===== src/design/dsm_pkg.sv =====
// ----------------------------------------------------------------------------
// Decimal string multiplier package
// Shared types, codes and digit arithmetic helpers for the multiplier cells
// and their sequencer.
// ----------------------------------------------------------------------------
package dsm_pkg;

  localparam int unsigned RADIX = 10;
  localparam logic [3:0]  DIGIT_MAX = 4'd9;

  // request commands
  typedef enum logic [1:0] {
    CMD_LOAD_A   = 2'd0,
    CMD_LOAD_B   = 2'd1,
    CMD_MULTIPLY = 2'd2
  } dsm_cmd_e;

  // sequencer states
  typedef enum logic [1:0] {
    ST_IDLE,
    ST_MULT,
    ST_FLUSH,
    ST_EMIT
  } dsm_state_e;

  // cell operations
  typedef enum logic [1:0] {
    CELL_HOLD,
    CELL_CLEAR,
    CELL_ADD,
    CELL_SHIFT_ADD
  } dsm_cell_op_e;

  typedef struct packed {
    dsm_cmd_e   cmd;
    logic [3:0] digit;
    logic       a_negative;
    logic       b_negative;
  } dsm_in_t;

  typedef struct packed {
    logic [3:0] result_digit;
    logic       result_negative;
    logic       last_digit;
    logic       too_long;
  } dsm_out_t;

  // broadcast control for the row of cells
  typedef struct packed {
    dsm_cell_op_e op;
    logic [3:0]   a_digit;
    logic         load_b;
  } dsm_cell_ctrl_t;

  // clamp an incoming digit to the decimal range
  function automatic logic [3:0] sat_digit(input logic [3:0] raw);
    return (raw > DIGIT_MAX) ? DIGIT_MAX : raw;
  endfunction

  // quotient by ten for values up to 127, reciprocal multiply
  function automatic logic [3:0] div10(input logic [6:0] t);
    logic [14:0] p;
    p = 15'(t) * 15'd205;
    return p[14:11];
  endfunction

endpackage


===== src/design/dsm_cell.sv =====
// ----------------------------------------------------------------------------
// Decimal multiplier cell
// One product digit position: holds a sum digit, the pending carry into this
// position and one digit of operand B, and adds a digit product each step.
// ----------------------------------------------------------------------------
module dsm_cell
  import dsm_pkg::*;
(
  input  logic           clk_i,
  input  dsm_cell_ctrl_t ctrl_i,
  input  logic           b_en_i,
  input  logic [3:0]     b_i,
  input  logic [4:0]     sc_i,
  input  logic [3:0]     carry_i,
  output logic [3:0]     b_o,
  output logic [4:0]     sc_o,
  output logic [3:0]     carry_o,
  output logic [3:0]     digit_o,
  output logic           carry_nz_o
);

  logic [3:0] s_q, s_d;
  logic [3:0] c_q, c_d;
  logic [3:0] b_q;
  logic [3:0] b_eff;
  logic [6:0] addend;
  logic [4:0] base;
  logic [6:0] t;
  logic [3:0] q;
  logic [6:0] r;

  assign b_eff  = b_en_i ? b_q : 4'd0;
  assign addend = 7'(ctrl_i.a_digit) * 7'(b_eff);
  assign sc_o   = 5'(s_q) + 5'(c_q);
  assign base   = (ctrl_i.op == CELL_SHIFT_ADD) ? sc_i : sc_o;
  assign t      = 7'(base) + addend;
  assign q      = div10(t);
  assign r      = t - 7'(q) * 7'(RADIX);

  assign carry_o    = q;
  assign digit_o    = s_q;
  assign carry_nz_o = (c_q != 4'd0);
  assign b_o        = b_q;

  always_comb begin
    case (ctrl_i.op)
      CELL_CLEAR: begin
        s_d = 4'd0;
        c_d = 4'd0;
      end
      CELL_ADD, CELL_SHIFT_ADD: begin
        s_d = r[3:0];
        c_d = carry_i;
      end
      default: begin
        s_d = s_q;
        c_d = c_q;
      end
    endcase
  end

  always_ff @(posedge clk_i) begin
    s_q <= s_d;
    c_q <= c_d;
    if (ctrl_i.load_b) begin
      b_q <= b_i;
    end
  end

endmodule


===== src/design/decimal_string_multiplier_unit.sv =====
// ----------------------------------------------------------------------------
// Decimal string multiplier
// Signed schoolbook multiplier over decimal digit strings, built as a row of
// digit cells driven by a small sequencer.
// ----------------------------------------------------------------------------
// Usage:
//   Requests arrive on in_valid_i/in_ready_o. A load request appends one digit
//   (most significant first) to operand A or B. Digits beyond MAX_DIGITS are
//   dropped and flagged through too_long. A multiply request carries both
//   sign flags and starts the product.
//   Result digits leave on out_valid_o/out_ready_i, most significant first,
//   leading zeros stripped, last_digit marking the final one. An empty
//   operand or a zero product gives a single unsigned 0.
//   Sequence: a multiply runs one shift-and-add step across the cell row per
//   digit of A, ripples carries in place until none is pending, then walks
//   the row out a cell per free output slot, skipped zeros included. Loads
//   are taken back to back while the block is idle.
//   No request is taken while a multiply runs, but the next one is taken as
//   soon as the final digit sits in the output register, even if the
//   receiver stalls. A stall on the output simply holds the row.
//   Reset empties both operands and clears the flag; the row is cleared at
//   the start of every multiply, so no clearing pass follows reset.
// ----------------------------------------------------------------------------
module decimal_string_multiplier_unit
  import dsm_pkg::*;
#(
  parameter int unsigned MAX_DIGITS = 32
) (
  input  logic     clk_i,
  input  logic     rst_ni,
  input  logic     in_valid_i,
  output logic     in_ready_o,
  input  dsm_in_t  in_req_i,
  output logic     out_valid_o,
  input  logic     out_ready_i,
  output dsm_out_t out_res_o
);

  localparam int unsigned NCELLS = 2 * MAX_DIGITS;
  localparam int unsigned LEN_W  = $clog2(MAX_DIGITS + 1);
  localparam int unsigned IDX_W  = (MAX_DIGITS > 1) ? $clog2(MAX_DIGITS) : 1;
  localparam int unsigned REM_W  = $clog2(NCELLS + 1);

  // sequencer state
  dsm_state_e       state_q, state_d;
  logic [LEN_W-1:0] a_len_q, b_len_q;
  logic             ovf_q;
  logic [LEN_W-1:0] idx_q;
  logic [REM_W-1:0] rem_q;
  logic             emitting_q;
  logic             neg_q;
  logic             out_valid_q;
  dsm_out_t         out_q;

  // operand A store, read in load order
  logic [3:0] a_mem [MAX_DIGITS];

  // cell row
  dsm_cell_ctrl_t cell_ctrl;
  logic [3:0] row_b     [NCELLS];
  logic [4:0] row_sc    [NCELLS];
  logic [3:0] row_carry [NCELLS];
  logic [3:0] row_digit [NCELLS];
  logic [NCELLS-1:0] row_carry_nz;
  logic [NCELLS-1:0] row_b_en;

  logic       in_fire;
  logic       mul_fire;
  logic       a_fire, b_fire;
  logic       any_carry;
  logic       out_free;
  logic [3:0] top_digit;
  logic [3:0] in_digit;
  logic       do_emit;
  logic       emit_step;
  logic       mult_done;

  assign in_fire   = in_valid_i && in_ready_o;
  assign in_digit  = sat_digit(in_req_i.digit);
  assign mul_fire  = in_fire && (in_req_i.cmd == CMD_MULTIPLY);
  assign a_fire    = in_fire && (in_req_i.cmd == CMD_LOAD_A);
  assign b_fire    = in_fire && (in_req_i.cmd == CMD_LOAD_B);
  assign any_carry = |row_carry_nz;
  assign out_free  = !out_valid_q || out_ready_i;
  assign top_digit = row_digit[NCELLS-1];
  assign mult_done = (idx_q == LEN_W'(a_len_q - 1'b1));

  // emit once the first nonzero digit reaches the top, or the last cell
  assign do_emit   = (top_digit != 4'd0) || emitting_q || (rem_q == REM_W'(1));
  assign emit_step = (state_q == ST_EMIT) && out_free;

  assign in_ready_o  = (state_q == ST_IDLE);
  assign out_valid_o = out_valid_q;
  assign out_res_o   = out_q;

  // Next state
  always_comb begin
    state_d = state_q;
    unique case (state_q)
      ST_IDLE: begin
        if (mul_fire) begin
          state_d = (a_len_q != '0) ? ST_MULT : ST_FLUSH;
        end
      end
      ST_MULT: begin
        if (mult_done) begin
          state_d = ST_FLUSH;
        end
      end
      ST_FLUSH: begin
        if (!any_carry) begin
          state_d = ST_EMIT;
        end
      end
      ST_EMIT: begin
        if (out_free && (rem_q == REM_W'(1))) begin
          state_d = ST_IDLE;
        end
      end
      default: state_d = ST_IDLE;
    endcase
  end

  // Cell row control
  always_comb begin
    cell_ctrl.op      = CELL_HOLD;
    cell_ctrl.a_digit = 4'd0;
    cell_ctrl.load_b  = b_fire && (b_len_q < LEN_W'(MAX_DIGITS));
    unique case (state_q)
      ST_IDLE: begin
        if (mul_fire) begin
          cell_ctrl.op = CELL_CLEAR;
        end
      end
      ST_MULT: begin
        // Horner step: multiply the row by ten and add one A digit times B
        cell_ctrl.op      = CELL_SHIFT_ADD;
        cell_ctrl.a_digit = a_mem[idx_q[IDX_W-1:0]];
      end
      ST_FLUSH: begin
        // ripple pending carries up in place
        if (any_carry) begin
          cell_ctrl.op = CELL_ADD;
        end
      end
      ST_EMIT: begin
        // shift the digits towards the top cell, one per free output slot
        if (out_free) begin
          cell_ctrl.op = CELL_SHIFT_ADD;
        end
      end
      default: cell_ctrl.op = CELL_HOLD;
    endcase
  end

  // Operand A store
  always_ff @(posedge clk_i) begin
    if (a_fire && (a_len_q < LEN_W'(MAX_DIGITS))) begin
      a_mem[a_len_q[IDX_W-1:0]] <= in_digit;
    end
  end

  // Control registers
  always_ff @(posedge clk_i or negedge rst_ni) begin
    if (!rst_ni) begin
      state_q     <= ST_IDLE;
      a_len_q     <= '0;
      b_len_q     <= '0;
      ovf_q       <= 1'b0;
      idx_q       <= '0;
      rem_q       <= '0;
      emitting_q  <= 1'b0;
      neg_q       <= 1'b0;
      out_valid_q <= 1'b0;
    end else begin
      state_q <= state_d;

      if (a_fire) begin
        if (a_len_q < LEN_W'(MAX_DIGITS)) begin
          a_len_q <= a_len_q + 1'b1;
        end else begin
          ovf_q <= 1'b1;
        end
      end
      if (b_fire) begin
        if (b_len_q < LEN_W'(MAX_DIGITS)) begin
          b_len_q <= b_len_q + 1'b1;
        end else begin
          ovf_q <= 1'b1;
        end
      end

      if (mul_fire) begin
        idx_q      <= '0;
        rem_q      <= REM_W'(NCELLS);
        emitting_q <= 1'b0;
        neg_q      <= in_req_i.a_negative ^ in_req_i.b_negative;
      end

      if (state_q == ST_MULT) begin
        idx_q <= idx_q + 1'b1;
      end

      if (emit_step) begin
        rem_q <= rem_q - 1'b1;
        if (do_emit) begin
          emitting_q <= 1'b1;
        end
        // empty the operands once the final digit goes out
        if (rem_q == REM_W'(1)) begin
          a_len_q <= '0;
          b_len_q <= '0;
          ovf_q   <= 1'b0;
        end
      end

      if (out_free) begin
        out_valid_q <= emit_step && do_emit;
      end
    end
  end

  // Output payload
  always_ff @(posedge clk_i) begin
    if (emit_step && do_emit) begin
      out_q.result_digit    <= top_digit;
      // a zero product reaches the last cell without ever emitting
      out_q.result_negative <= neg_q && (emitting_q || (top_digit != 4'd0));
      out_q.last_digit      <= (rem_q == REM_W'(1));
      out_q.too_long        <= ovf_q;
    end
  end

  // Cell row: cell 0 is the least significant product digit
  for (genvar k = 0; k < NCELLS; k++) begin : g_cell
    logic [3:0] b_in;
    logic [4:0] sc_in;
    logic [3:0] carry_in;

    if (k == 0) begin : g_first
      assign b_in     = in_digit;
      assign sc_in    = 5'd0;
      assign carry_in = 4'd0;
    end else begin : g_link
      assign b_in     = row_b[k-1];
      assign sc_in    = row_sc[k-1];
      assign carry_in = row_carry[k-1];
    end

    // only the positions holding loaded B digits take part
    if (k < MAX_DIGITS) begin : g_b_en
      assign row_b_en[k] = (b_len_q > LEN_W'(k));
    end else begin : g_b_off
      assign row_b_en[k] = 1'b0;
    end

    dsm_cell u_cell (
      .clk_i      (clk_i),
      .ctrl_i     (cell_ctrl),
      .b_en_i     (row_b_en[k]),
      .b_i        (b_in),
      .sc_i       (sc_in),
      .carry_i    (carry_in),
      .b_o        (row_b[k]),
      .sc_o       (row_sc[k]),
      .carry_o    (row_carry[k]),
      .digit_o    (row_digit[k]),
      .carry_nz_o (row_carry_nz[k])
    );
  end

`ifndef SYNTHESIS
  // the row is walked out only after every carry has settled
  assert property (@(posedge clk_i) disable iff (!rst_ni)
    (state_q == ST_EMIT) |-> !any_carry)
    else $error("carry pending while emitting product digits");

  assert property (@(posedge clk_i) disable iff (!rst_ni)
    (state_q == ST_EMIT) |-> (rem_q != '0))
    else $error("emit counter ran out before the final digit");

  assert property (@(posedge clk_i) disable iff (!rst_ni)
    (a_len_q <= LEN_W'(MAX_DIGITS)) && (b_len_q <= LEN_W'(MAX_DIGITS)))
    else $error("operand length beyond digit bound");

  // a final digit leaves the block idle for the next request
  assert property (@(posedge clk_i) disable iff (!rst_ni)
    (emit_step && (rem_q == REM_W'(1))) |=> (state_q == ST_IDLE) && out_valid_q)
    else $error("final digit did not complete the multiply");
`endif

endmodule

===== config.mk =====
export PLATFORM = sky130hd
export DESIGN_NAME = decimal_string_multiplier_unit
export DESIGN_NICKNAME = d
export VERILOG_FILES = /design/src/design/dsm_pkg.sv /design/src/design/dsm_cell.sv /design/src/design/decimal_string_multiplier_unit.sv
export SDC_FILE = /design/constraint.sdc
export NUM_CORES = 2
export LEC_CHECK = 0
export ABC_AREA = 1
export BUFFER_PORTS_ARGS = -buffer_cell sky130_fd_sc_hd__buf_2
export CELL_PAD_IN_SITES_DETAIL_PLACEMENT = 0
export CELL_PAD_IN_SITES_GLOBAL_PLACEMENT = 1
export CORE_MARGIN = 5
export CORE_UTILIZATION = 30
export CTS_CLUSTER_SIZE = 10
export DETAILED_ROUTE_END_ITERATION = 12
export GPL_TIMING_DRIVEN = 0
export HOLD_SLACK_MARGIN = 0.05
export PLACE_DENSITY_LB_ADDON = 0.2
export SYNTH_ARGS = -nofsm -noshare
export SYNTH_HDL_FRONTEND = slang
export SYNTH_SLANG_ARGS = --single-unit

===== constraint.sdc =====
create_clock -name clk_i -period 10.44 [get_ports clk_i]
set_clock_uncertainty 0.2 [all_clocks]
set_input_delay 1.044 -clock clk_i [delete_from_list [all_inputs] [get_ports clk_i]]
set_output_delay 1.044 -clock clk_i [all_outputs]
set_load 0.01 [all_outputs]

==> summary.md <==
| Metric | Value |
|---|---|
| Ratio of routed vias to standard cells | 4.79 |
| Worst Max-Slew Pin Slew | roughly 1.5 ns |
| Final-report max-slew violation count | 0 |
| CTS tree | built |
| Placement Rows | 212 |
| Total Nets Final | between 10000 and 15000 |
| Number of failing setup endpoints in the final timing report | 0 |
| R2R setup slack | between 0.4 and 0.5 ns |
| Initial DRC Count | roughly 3900 |
| Port bufs | 20 |
| Maximum fanout encountered on the critical timing path | 10 |
| Utilization after layout | 0.335 |
| R2R Path End | g_cell[15].u_cell.digit_o[3]$_SDFFCE_PN0P_ |
| CP required | 10.74 ns |
| RSZ-0062 raised after global routing | true |
| Die area | around 350000 um2 |
| Initial Util | 0.302 |
| Number of iterations in the first detailed-routing pass | 5 |
| Number of library cell types mapped by synthesis | between 70 and 80 |
| Clock root buffer master | clkbuf_16 |
| Final clock period utilization by the worst path | 0.959 |
| Area of the core | 334000 um2 |
| Total negative setup slack | 0 ns |
| Overall die height | 589 um |
| Seq/Total Area, Yosys | 0.219 |
| Detail-routed net length per standard cell | 20.6 um |
| Crit path time final | 10.02 ns |
| Type of the setup path with the least slack | flip-flop to flip-flop |
| Worst reg2reg path startpoint | idx_q[0]$_DFFE_PN0P_ |
| Placed cell areas | 107000 um2 |
| Most frequent cells after synthesis | ha_1, inv_1, nand2_1 |
| Share of post-route cells with drive strength above 1 | 0.0615 |
| Logic depth of the worst register-to-register path | 50 |
| Post-synthesis cell area | 101000 um2 |
| Largest area contributor in the netlist | ha_1 |
| Violated checks | capacitance limit |
| Cell mode on critical path | nand2_1 |
| CTS sink count | 740 |
| Total number of vias | between 70000 and 80000 |
| Longest individual stage delay on the worst path | 0.56 ns |
| Residual antenna-violating net count after detailed routing | 0 |
| Clock transition at the registers of the reported paths | 0.05 ns |
| Cells after synthesis | ~11000 |
| Final instance area | 112000 um2 |
| YS warnings | 0 |
| Pin count of the biggest net entering global routing | 62 |
| Cells taking the most area after synthesis | ha_1, edfxtp_1, fa_1 |
| Final weighted congestion of routability-driven global placement | about 0.87 |
| Number of max-cap violations | 1 |
| Flops & latches, synth | 740 |
| Boundary Pins | 21 |
| # DRC | 0 |
| Achievable Freq | 99.8 MHz |
| Number of buffers added to fix hold violations after cts | 0 |
| Synthesized area divided by synthesized cell count | 9.09 um2 |
| Maximum clock insertion buffer count | 3 |
| Initial antenna violation count | 31 |
| Min-Delay Path Class | primary input to async pin |
| Slowest cell on the critical path | fa_1 |
| Max_slew headroom | 0.00633 |
| Critical Path AT | 10.32 ns |
| Sum of routed wire length over all layers | roughly 320000 um |
| Number of enable-type register cells in the synthesized netlist | 709 |
| Number of buffers added by the clock tree synthesis step | 106 |
| Final-report hold violation count | 0 |
| Endpoint class of the critical path | flip-flop |
| Die X | between 500 and 600 um |
| GRT Overall Usage | 0.184 |
| Most frequently used flop master after synthesis | edfxtp_1 |
| Post-synthesis to final-layout area growth | 11.2% |
| Filler cell count in the final layout | 34500 |
| Htree depth | 3 |
| Status | complete, but fails checks |
| Via count of the first global-routing pass | a little under 80000 |
| Post-Synthesis Net Count | 14300 |
| Nature of the critical path startpoint | flip-flop |
| Proportion of synthesized flip-flops having asynchronous set or reset | 0.0419 |
| Post-DP HPWL | 262000 um |
| Library cell with the highest instance count after synthesis | ha_1 |
| Share of Yosys cell area claimed by the top area cell type | 0.312 |
| Insertion delay of the later-clocked pin in the worst-skew pair | ~0.80 ns |
| GRT overflow | 0 |
| Global-route wire length before repair | about 490000 um |
[metrics by stage]
stage | instances | setup WS [ns] | hold slack (ns)
floorplan | 11100 | 1.14 | 0.225
global placement | 15500 | -3.71 | 0.264
detailed placement | 15500 | -2.14 | 0.267
CTS | 15700 | 0.00725 | 0.191
global route | 15700 | -0.0832 | 0.247
finish | 15800 | 0.424 | 0.248
[flip-flops by register name, summed over array words and instances (netlist names)]
signal                 flops
ovf_q                      1
g_cell.u_cell.c_q        190
neg_q                      1
rem_q                      7
a_mem                    128
out_valid_o                1
a_len_q                    6
b_len_q                    6
g_cell.u_cell.b_o        128
g_cell.u_cell.digit_o    256
out_res_o                  7
state_q                    2
idx_q                      6
emitting_q                 1
[worst max-delay path: cells and delay by family (launching register included)]
| kind | cells | cell delay [ns] |
|---|---|---|
| DFF | 1 | 0.45 |
| adders and majority gates | 11 | 4.24 |
| buffers and inverters | 11 | 1.24 |
| and+or+nand+nor | 15 | 1.44 |
| xor gates and xnor gates | 3 | 0.51 |
| AOI/OAI and AO/OA | 9 | 1.40 |
| muxes | 1 | 0.22 |
[final cells by class]
class | count | area, um2 | area share
sequential | 740 | 22100 | 0.197
multi-input combinational | 8133 | 70800 | 0.633
tap | 4387 | 5490 | 0.0491
inverter | 1998 | 7530 | 0.0673
antenna | 14 | 35.0 | 0.000313
clock inverter | 47 | 548 | 0.00490
timing repair buffer | 86 | 1060 | 0.00946
buffer | 202 | 1450 | 0.0129
clock buffer | 148 | 2880 | 0.0258
[cells in the final DEF (no fill, tap or decap), drive strengths merged, types with 69 or more instances in the layout]
master	count
a21o	69
a21oi	377
buf	161
clkbuf	275
edfxtp	709
fa	668
ha	2506
inv	1994
nand2	1337
nand3	410
nor2	1184
o21ai	535
or2	115
xnor2	215
xor2	387
[logic make-up after synthesis]
group,share of synthesized area
and+or+nand+nor,0.130
adders and majority gates,0.444
buffers and inverters,0.0837
AOI/OAI and AO/OA,0.0670
DFF,0.219
xor gates and xnor gates,0.0535
muxes,0.00174
[worst max-delay path by stage]
stage / to / cells after the start / start / slack [ns]
after floorplan: g_cell[23].u_cell.digit_o[3]$_SDFFCE_PN0P_ / 49 / idx_q[0]$_DFFE_PN0P_ / 1.14
after global placement: g_cell[7].u_cell.digit_o[2]$_SDFFCE_PN0P_ / 9 / out_ready_i / -3.71
after detailed placement: g_cell[12].u_cell.digit_o[3]$_SDFFCE_PN0P_ / 46 / idx_q[0]$_DFFE_PN0P_ / -2.14
after CTS: g_cell[15].u_cell.digit_o[3]$_SDFFCE_PN0P_ / 50 / idx_q[0]$_DFFE_PN0P_ / 0.007
after global routing: g_cell[12].u_cell.digit_o[3]$_SDFFCE_PN0P_ / 45 / idx_q[1]$_DFFE_PN0P_ / -0.08
final: g_cell[15].u_cell.digit_o[3]$_SDFFCE_PN0P_ / 50 / idx_q[0]$_DFFE_PN0P_ / 0.42
[repair_timing]
action                                  CTS  global route
cloned                                    0             1
resized for setup                       170           220
pin swaps                                 5            44
buffers inserted                          4            32
endpoints found under the setup margin  220            56
[metal layers]
| layer | share of wire | track usage | vias to the layer above | routed length, um |
|---|---|---|---|---|
| met5 | 0 | 0 | - | 0 |
| met4 | 0.025 | 0.0416 | 0 | 8110 |
| met3 | 0.042 | 0.0185 | 312 | 13700 |
| met2 | 0.46 | 0.310 | 1437 | 150000 |
| met1 | 0.47 | 0.255 | 36800 | 153000 |
| li1 | - | - | 36900 | - |
Power is not shown: default switching activity piles up to over one toggle a cycle in this logic, so the estimate is an artifact.
